$ cat config.mk
export PLATFORM = sky130hd
export DESIGN_NAME = bit_test_and_scan_unit
export DESIGN_NICKNAME = d
export VERILOG_FILES = /design/src/sv/btsu_pkg.sv /design/src/sv/btsu_decode.sv /design/src/sv/btsu_execute.sv /design/src/sv/btsu_resolve.sv /design/src/sv/bit_test_and_scan_unit.sv
export SDC_FILE = /design/constraint.sdc
export NUM_CORES = 1
export LEC_CHECK = 0
export BUFFER_PORTS_ARGS = -buffer_cell sky130_fd_sc_hd__buf_2
export CELL_PAD_IN_SITES_DETAIL_PLACEMENT = 1
export CELL_PAD_IN_SITES_GLOBAL_PLACEMENT = 1
export CORE_MARGIN = 2
export CORE_UTILIZATION = 49
export CTS_BUF_LIST = sky130_fd_sc_hd__clkbuf_8
export CTS_CLUSTER_DIAMETER = 40
export CTS_CLUSTER_SIZE = 28
export DETAILED_ROUTE_END_ITERATION = 10
export PLACE_DENSITY_LB_ADDON = 0.1
export SLEW_MARGIN = 20
export SYNTH_ARGS = -nofsm -noshare
export SYNTH_HDL_FRONTEND = slang
export SYNTH_SLANG_ARGS = --single-unit
$ cat constraint.sdc
create_clock -name clk -period 12.3 [get_ports clk]
set_input_delay 1.23 -clock clk [delete_from_list [all_inputs] [get_ports clk]]
set_output_delay 1.23 -clock clk [all_outputs]
set_load 0.05 [all_outputs]
$ cat src/sv/btsu_pkg.sv
`timescale 1ns / 1ps
package btsu_pkg;

	localparam logic [2:0] OP_BT  = 3'd0;
	localparam logic [2:0] OP_BTS = 3'd1;
	localparam logic [2:0] OP_BTR = 3'd2;
	localparam logic [2:0] OP_BTC = 3'd3;
	localparam logic [2:0] OP_BSF = 3'd4;
	localparam logic [2:0] OP_BSR = 3'd5;

	localparam int unsigned NUM_GROUPS = 4;
	localparam int unsigned GROUP_BITS = 8;

	typedef struct packed {
		logic [2:0]  op;
		logic        mem;
		logic        a16;
		logic [31:0] val;
		logic [31:0] mask;
		logic [31:0] woff;
		logic [31:0] seg;
		logic [31:0] ea;
	} dec_t;

	typedef struct packed {
		logic [2:0]       op;
		logic             mem;
		logic [31:0]      seg;
		logic [31:0]      off;
		logic             cf;
		logic [31:0]      bitres;
		logic [3:0]       grp_nz;
		logic [3:0][2:0]  grp_lo;
		logic [3:0][2:0]  grp_hi;
	} exe_t;

	typedef struct packed {
		logic [31:0] result_value;
		logic        result_write;
		logic        carry_flag;
		logic        zero_flag;
		logic [31:0] word_address;
	} res_t;

endpackage

$ cat src/sv/btsu_decode.sv
`timescale 1ns / 1ps
module btsu_decode (
	input  logic                clk,
	input  logic                en,
	input  logic [2:0]          operation,
	input  logic                size32,
	input  logic                mem_form,
	input  logic                index_from_register,
	input  logic                addr16,
	input  logic signed [31:0]  bit_index,
	input  logic [31:0]         operand_value,
	input  logic [31:0]         segment_base,
	input  logic [31:0]         ea_offset,
	output btsu_pkg::dec_t      dec_s1
);

	btsu_pkg::dec_t d;
	logic [31:0]    idx;
	logic [4:0]     pos;
	logic           is_bt;

	always_comb begin
		idx   = bit_index;
		is_bt = (operation <= btsu_pkg::OP_BTC);
		pos   = size32 ? idx[4:0] : {1'b0, idx[3:0]};
		d.op  = operation;
		d.mem = mem_form;
		d.a16 = addr16;
		d.val = size32 ? operand_value : {16'h0000, operand_value[15:0]};
		d.mask = 32'h0000_0001 << pos;
		d.seg = segment_base;
		d.ea  = ea_offset;
		if (mem_form && index_from_register && is_bt) begin
			if (size32)
				d.woff = {{3{idx[31]}}, idx[31:5], 2'b00};
			else
				d.woff = {{19{idx[15]}}, idx[15:4], 1'b0};
		end else begin
			d.woff = 32'h0000_0000;
		end
	end

	always_ff @(posedge clk) begin
		if (en)
			dec_s1 <= d;
	end

endmodule

$ cat src/sv/btsu_execute.sv
`timescale 1ns / 1ps
module btsu_execute (
	input  logic           clk,
	input  logic           en,
	input  btsu_pkg::dec_t dec_s1,
	output btsu_pkg::exe_t exe_s2
);

	btsu_pkg::exe_t e;
	logic [31:0]    sum;

	always_comb begin
		sum      = dec_s1.ea + dec_s1.woff;
		e.op     = dec_s1.op;
		e.mem    = dec_s1.mem;
		e.seg    = dec_s1.seg;
		e.off    = dec_s1.a16 ? {16'h0000, sum[15:0]} : sum;
		e.cf     = |(dec_s1.val & dec_s1.mask);
		case (dec_s1.op)
			btsu_pkg::OP_BTS: e.bitres = dec_s1.val | dec_s1.mask;
			btsu_pkg::OP_BTR: e.bitres = dec_s1.val & ~dec_s1.mask;
			btsu_pkg::OP_BTC: e.bitres = dec_s1.val ^ dec_s1.mask;
			default:          e.bitres = 32'h0000_0000;
		endcase
		// per-byte lowest and highest set bit
		for (int g = 0; g < btsu_pkg::NUM_GROUPS; g++) begin
			e.grp_nz[g] = |dec_s1.val[g*btsu_pkg::GROUP_BITS +: btsu_pkg::GROUP_BITS];
			e.grp_lo[g] = 3'd0;
			e.grp_hi[g] = 3'd0;
			for (int b = btsu_pkg::GROUP_BITS - 1; b >= 0; b--) begin
				if (dec_s1.val[g*btsu_pkg::GROUP_BITS + b])
					e.grp_lo[g] = 3'(b);
			end
			for (int b = 0; b < btsu_pkg::GROUP_BITS; b++) begin
				if (dec_s1.val[g*btsu_pkg::GROUP_BITS + b])
					e.grp_hi[g] = 3'(b);
			end
		end
	end

	always_ff @(posedge clk) begin
		if (en)
			exe_s2 <= e;
	end

endmodule

$ cat src/sv/btsu_resolve.sv
`timescale 1ns / 1ps
module btsu_resolve (
	input  logic           clk,
	input  logic           en,
	input  btsu_pkg::exe_t exe_s2,
	output btsu_pkg::res_t res_s3
);

	btsu_pkg::res_t r;
	logic [1:0]     lo_g;
	logic [1:0]     hi_g;
	logic           zero;

	always_comb begin
		lo_g = 2'd0;
		hi_g = 2'd0;
		for (int g = btsu_pkg::NUM_GROUPS - 1; g >= 0; g--) begin
			if (exe_s2.grp_nz[g])
				lo_g = 2'(g);
		end
		for (int g = 0; g < btsu_pkg::NUM_GROUPS; g++) begin
			if (exe_s2.grp_nz[g])
				hi_g = 2'(g);
		end
		zero = ~|exe_s2.grp_nz;
		r.word_address = exe_s2.mem ? (exe_s2.seg + exe_s2.off) : 32'h0000_0000;
		r.result_value = 32'h0000_0000;
		r.result_write = 1'b0;
		r.carry_flag   = 1'b0;
		r.zero_flag    = 1'b0;
		case (exe_s2.op)
			btsu_pkg::OP_BT: begin
				r.carry_flag = exe_s2.cf;
			end
			btsu_pkg::OP_BTS, btsu_pkg::OP_BTR, btsu_pkg::OP_BTC: begin
				r.carry_flag   = exe_s2.cf;
				r.result_value = exe_s2.bitres;
				r.result_write = 1'b1;
			end
			btsu_pkg::OP_BSF: begin
				r.zero_flag    = zero;
				r.result_write = ~zero;
				if (!zero)
					r.result_value = {27'd0, lo_g, exe_s2.grp_lo[lo_g]};
			end
			btsu_pkg::OP_BSR: begin
				r.zero_flag    = zero;
				r.result_write = ~zero;
				if (!zero)
					r.result_value = {27'd0, hi_g, exe_s2.grp_hi[hi_g]};
			end
			default: begin
			end
		endcase
	end

	always_ff @(posedge clk) begin
		if (en)
			res_s3 <= r;
	end

endmodule

$ cat src/sv/bit_test_and_scan_unit.sv
`timescale 1ns / 1ps
// channel   | handshake          | payload
// input     | in_valid, in_stall | operation .. ea_offset
// output    | out_valid, out_stall | result_value .. word_address
//
// three register stages: decode, bit op and offset add, scan merge and address add
// one transaction per cycle unless an output stall holds the pipeline
// arst_n clears the stage valid bits only
// an output stall on a valid output freezes every stage and raises in_stall
module bit_test_and_scan_unit (
	input  logic               clk,
	input  logic               arst_n,
	input  logic               in_valid,
	output logic               in_stall,
	input  logic [2:0]         operation,
	input  logic               size32,
	input  logic               mem_form,
	input  logic               index_from_register,
	input  logic               addr16,
	input  logic signed [31:0] bit_index,
	input  logic [31:0]        operand_value,
	input  logic [31:0]        segment_base,
	input  logic [31:0]        ea_offset,
	output logic               out_valid,
	input  logic               out_stall,
	output logic [31:0]        result_value,
	output logic               result_write,
	output logic               carry_flag,
	output logic               zero_flag,
	output logic [31:0]        word_address
);

	logic           valid_s1;
	logic           valid_s2;
	logic           valid_s3;
	logic           advance;
	btsu_pkg::dec_t dec_s1;
	btsu_pkg::exe_t exe_s2;
	btsu_pkg::res_t res_s3;

	assign advance  = !valid_s3 || !out_stall;
	assign in_stall = !advance;

	always_ff @(posedge clk or negedge arst_n) begin
		if (!arst_n) begin
			valid_s1 <= 1'b0;
			valid_s2 <= 1'b0;
			valid_s3 <= 1'b0;
		end else if (advance) begin
			valid_s1 <= in_valid;
			valid_s2 <= valid_s1;
			valid_s3 <= valid_s2;
		end
	end

	btsu_decode u_decode (
		.clk                 (clk),
		.en                  (advance),
		.operation           (operation),
		.size32              (size32),
		.mem_form            (mem_form),
		.index_from_register (index_from_register),
		.addr16              (addr16),
		.bit_index           (bit_index),
		.operand_value       (operand_value),
		.segment_base        (segment_base),
		.ea_offset           (ea_offset),
		.dec_s1              (dec_s1)
	);

	btsu_execute u_execute (
		.clk    (clk),
		.en     (advance),
		.dec_s1 (dec_s1),
		.exe_s2 (exe_s2)
	);

	btsu_resolve u_resolve (
		.clk    (clk),
		.en     (advance),
		.exe_s2 (exe_s2),
		.res_s3 (res_s3)
	);

	assign out_valid    = valid_s3;
	assign result_value = res_s3.result_value;
	assign result_write = res_s3.result_write;
	assign carry_flag   = res_s3.carry_flag;
	assign zero_flag    = res_s3.zero_flag;
	assign word_address = res_s3.word_address;

`ifndef ASSERT_OFF
	a_stall_source: assert property (@(posedge clk) disable iff (!arst_n)
		in_stall |-> (out_valid && out_stall))
		else $error("input stalled without a held output transaction");

	a_zero_no_write: assert property (@(posedge clk) disable iff (!arst_n)
		(out_valid && zero_flag) |-> (!result_write && result_value == 32'h0000_0000))
		else $error("zero scan result written");

	a_flags_exclusive: assert property (@(posedge clk) disable iff (!arst_n)
		out_valid |-> !(carry_flag && zero_flag))
		else $error("carry and zero flags both set");
`endif

endmodule
---- Word-level counts from Yosys, hierarchy flattened ----
Cells that the tools add are included.
operators by class
  $add $sub $neg .......................... 2
  $mul .................................... 0
  divide/modulo/power cells ............... 0
  order comparisons ....................... 3
  equality and inequality tests ........... 8
  shifts and indexed selects .............. 1
  mux-type cells .......................... 69
  bitwise operators ....................... 6
  reduce and logical (&&, ||, !) cells .... 34
operators by type and width
  cell                                                            count
  case mux 33 bit (3 select lines)                                1
  case mux 32 bit (3 select lines)                                1
  adder 32 bit                                                    2
  AND 32 bit                                                      2
  two-way mux 2 bit                                               30
  two-way mux 3 bit                                               18
  OR reduction 4 bit                                              10
  two-way mux 32 bit                                              1
  inverter 32 bit                                                 1
  bitwise OR 32 bit                                               1
  OR reduction 32 bit                                             1
  OR reduction 8 bit                                              4
  left shift 1 x 5 -> 32 bit, first input constant                1
  bitwise XOR 32 bit                                              1
  OR reduction 2 bit                                              10
  two-way mux 5 bit                                               3
  two-way mux 1 bit                                               13
  binary-select mux 3 bit (select 2 bit)                          2
  equality test 3 x 2 -> 1 bit, second input constant             4
  equality test 3 x 1 -> 1 bit, second input constant             2
  equality test 3 bit, second input constant                      2
  less-than comparator 2 x 3 -> 1 bit, second input constant      2
  zero test 1 bit                                                 4
  less-or-equal comparator 3 x 2 -> 1 bit, second input constant  1
  other kinds (5)                                                 6
word-level totals
  register bits after elaboration ......... 364
  latch bits .............................. 0
  RAM bits ................................ 0
  bits in read-only memories .............. 0
  output and inout bits ................... 69
  word-level logic and storage cells ...... 173
  memories ................................ 0

---- Logic depth before layout (Yosys ltp) ----
  depth in word-level cells ............... 8
  depth in mapped cells ................... 10
  gate-level depth less buffers ........... 10

---- Modules after synthesis ----
A second synthesis with hierarchy kept.
second synthesis, totals
  cells, all modules ...................... 1534
  area total of the unflattened synthesis .. 18596.6 µm²
modules (own cells, without submodules)
  module                  times used  cells each  area an instance (µm²)
  btsu_execute            1           802         8449.4
  btsu_decode             1           286         5492.8
  btsu_resolve            1           438         4539.4
  bit_test_and_scan_unit  1           8           115.1

---- Worst setup path after synthesis ----
No wires, ideal clock.
  path kind ............................... input port to output port
  start ................................... in out_stall
  end ..................................... out in_stall
  arrival ................................. 11340 ps
  required time ........................... 11070 ps
  slack ................................... -270 ps
  cell stages on the path ................. 2
  cell sequence ........................... nand2_1 inv_1
on the way
  longest elaborated chain between the ends .. 3
RTL lines
  element             RTL line                      RTL
  start: declaration  bit_test_and_scan_unit.sv:25  input logic out_stall,
  zero test 1 bit     bit_test_and_scan_unit.sv:41  assign advance = !valid_s3 || !out_stall;
  logical OR 1 bit    bit_test_and_scan_unit.sv:41
  zero test 1 bit     bit_test_and_scan_unit.sv:42  assign in_stall = !advance;
  end: declaration    bit_test_and_scan_unit.sv:14  output logic in_stall,
No other way between the ends.

---- Worst setup path in the final report ----
Ends and elaborated chain as after synthesis.

==> impl_metrics.env <==
export IMPL_fin_tns_setup_ps=0
export IMPL_final_hold_viol_count=0
export IMPL_power_density_nw_per_um2=211
export IMPL_final_cells=2310
export IMPL_grtUsageMet3_pct=3.09
export IMPL_clockBufferDepth=3
export IMPL_place_port_buffers=207
export IMPL_postCtsResizedCells=0
export IMPL_cpMostUsedCell="buf_2"
export IMPL_drt_iter0_drc=540
export IMPL_start_kind="input port"
export IMPL_syn_avg_cell_area_sq_um=12.0
export IMPL_synth_seq_cells=360
export IMPL_drcViolationCount=0
export IMPL_final_cell_mix="edfxtp_1, buf_2, ha_1, nor2_1, nand2_1"
export IMPL_die_y_um=198
export IMPL_worst_slew_margin_rel_pct=35.4
export IMPL_rsz0062_at_grt="false"
export IMPL_dpl_hpwl_um=33800
export IMPL_finalCritPeriodShare_pct=26.9
export IMPL_multiInputGateArea_sq_um=7140
export IMPL_crit_arrival_ps=2080
export IMPL_clk_latency_ps=650
export IMPL_synth_edff_count=357
export IMPL_cts_sinks=360
export IMPL_crit_type="input port to primary output"
export IMPL_syn_to_final_growth_pct=14.5
export IMPL_max_cap_violations=0
export IMPL_synth_area_sq_um=18500
export IMPL_placedCellCount=2211
export IMPL_async_flop_share_pct=0.833
export IMPL_cts_setup_buffers=0
export IMPL_setup_violations=0
export IMPL_firstDrtPassIters=5
export IMPL_fin_crit_ps=3310
export IMPL_row_count=71
export IMPL_path_cells="buf_2, nand2_8, inv_1, buf_2"
export IMPL_die_area_sq_um=39400
export IMPL_initial_core_util_pct=49.4
export IMPL_num_nets_final=2053
export IMPL_clock_fmax_ghz=0.302
export IMPL_ant_nets=0
export IMPL_postCtsHoldBufs=0
export IMPL_root_buffer="clkbuf_8"
export IMPL_antenna_found_initial=1
export IMPL_tightest_slew_ps=968
export IMPL_cp_end_kind="primary output"
export IMPL_diodes=0
export IMPL_syn_num_nets=1845
export IMPL_grtUsageMet1_pct=28.0
export IMPL_synth_top_area_share_pct=57.8
export IMPL_drive_gt1_share_pct=19.6
export IMPL_htree_levels=2
export IMPL_fill_cells=4023
export IMPL_gr_total_overflow=0
export IMPL_ys_seq_area_share_pct=58.3
export IMPL_status="finished clean"
export IMPL_drt_total_wl_um=46200
export IMPL_fin_skew_ps=17.3
export IMPL_required_ps=11070
export IMPL_grt_pass1_wl_um=72400
export IMPL_total_leakage_power_nw=8.84
export IMPL_synth_area_leaders="edfxtp_1, ha_1, nor2_1"
export IMPL_critical_path_max_fanout=64
export IMPL_cp_slowest_cell="nand2_8"
export IMPL_yosys_warnings=0
export IMPL_path_clk_slew_ps=70
export IMPL_design_area_sq_um=21200
export IMPL_use_met2_pct=43.9
export IMPL_synth_ff_type="edfxtp_1"
export IMPL_grt_pass1_vias=13500
export IMPL_pin_count=208
export IMPL_synth_top_area_cell="edfxtp_1"
export IMPL_dpl_instance_area_sq_um=20000
export IMPL_final_common_cell="edfxtp_1"
export IMPL_wl_per_cell_um=20.0
export IMPL_slowest_delay_ps=280
export IMPL_place_congestion=0.885
export IMPL_cts_tree="yes"
export IMPL_die_x_um=198
export IMPL_busiest_layer="met2"
export IMPL_cts_buffers=53
export IMPL_viasPerCell=5.47
export IMPL_hold_path_class="input port to async pin"
export IMPL_register_area_sq_um=10800
export IMPL_drv_slew=0
export IMPL_core_sq_um=37500
export IMPL_ys_types=81
export IMPL_synthCells=1547
export IMPL_grt_util_all_layers_pct=23.9
export IMPL_ir_drop_v=0.000113
export IMPL_grt_max_degree=87
export IMPL_vias=12600
export IMPL_holdWs_ps=360
## where the power goes
part	leakage, nW	total (mW)	switching [mW]	internal, mW
clock	0.596	1.06	0.565	0.496
combinational	4.52	1.56	1.06	0.497
sequential	3.73	1.85	0.137	1.72
## worst max-delay path: cells and delay by family
family / cells / cell delay (ps)
buffers and inverters: 3 / 520
and+or+nand+nor: 1 / 280
## state kept, by name (all words and copies together), names as in the netlist
name / cells
u_execute.exe_s2: 129
out_valid: 1
u_resolve.res_s3: 67
u_decode.dec_s1: 161
valid_s2: 1
valid_s1: 1
## area by class of cell
type	count	share of cell area, %
clock buffers	53	3.44
well taps	511	3.01
repair buffers	215	5.18
inverters	98	1.73
multi-input cells	1027	33.6
clock inverters	46	2.12
flip-flops and latches	360	50.9
## per-stage QoR
stage	util (%)	worst slack [ps]	total power, mW
floorplan	-	4060	3.05
global placement	53.4	8400	3.38
detailed placement	53.4	8300	3.43
CTS	56.6	8990	4.52
global route	56.6	8790	4.73
finish	56.6	8990	4.47
## synth_stat cells, types with 6 or more instances
cell,number
edfxtp_1,357
ha_1,157
nor2_1,150
nand2_1,106
inv_1,98
a21oi_1,93
o21ai_0,71
and2_1,58
clkbuf_1,49
a21o_1,36
a22oi_1,33
xnor2_1,28
nand3_1,26
nor3_1,23
nor4_1,18
nor2b_1,17
nand2b_1,16
nand4_1,15
o21a_1,13
a211oi_1,12
mux2i_1,12
and3_1,10
o211ai_1,10
xor2_1,9
o21ai_1,8
o21bai_1,8
a31oi_1,7
or2_2,6
## layer usage
metal  vias to the layer above  share of wire (%)
met5                         -                  0
met4                         0                3.5
met3                        97                3.6
met2                       244                 53
met1                      6211                 40
li1                       6076                  -
## logic make-up (layout without fill, tap and decap cells)
kind of cell / after synthesis / count (layout) / share of synthesized area, %
mux: 19 / 19 / 1.28
xor+xnor: 37 / 37 / 1.75
buf+inv: 160 / 412 / 3.36
compound gates: 342 / 342 / 12.1
fa+ha+maj: 159 / 159 / 10.8
simple gates: 470 / 470 / 12.4
flops: 360 / 360 / 58.3
## path summary, 6_finish.rpt
path | end | start | cells after the start | slack (ps)
setup / recovery | in_stall | out_stall | 4 | 8990
hold / removal | valid_s2 | arst_n | 1 | 360
setup reg to reg | valid_s2 | out_valid | 4 | 9260
hold reg to reg | u_execute.exe_s2[107] | u_decode.dec_s1[46] | 0 | 420
max in group asynchronous | valid_s1 | arst_n | 1 | 11840
min in group clk | u_execute.exe_s2[107] | u_decode.dec_s1[46] | 0 | 420
Note: power is estimated with default switching activity, not from simulation.
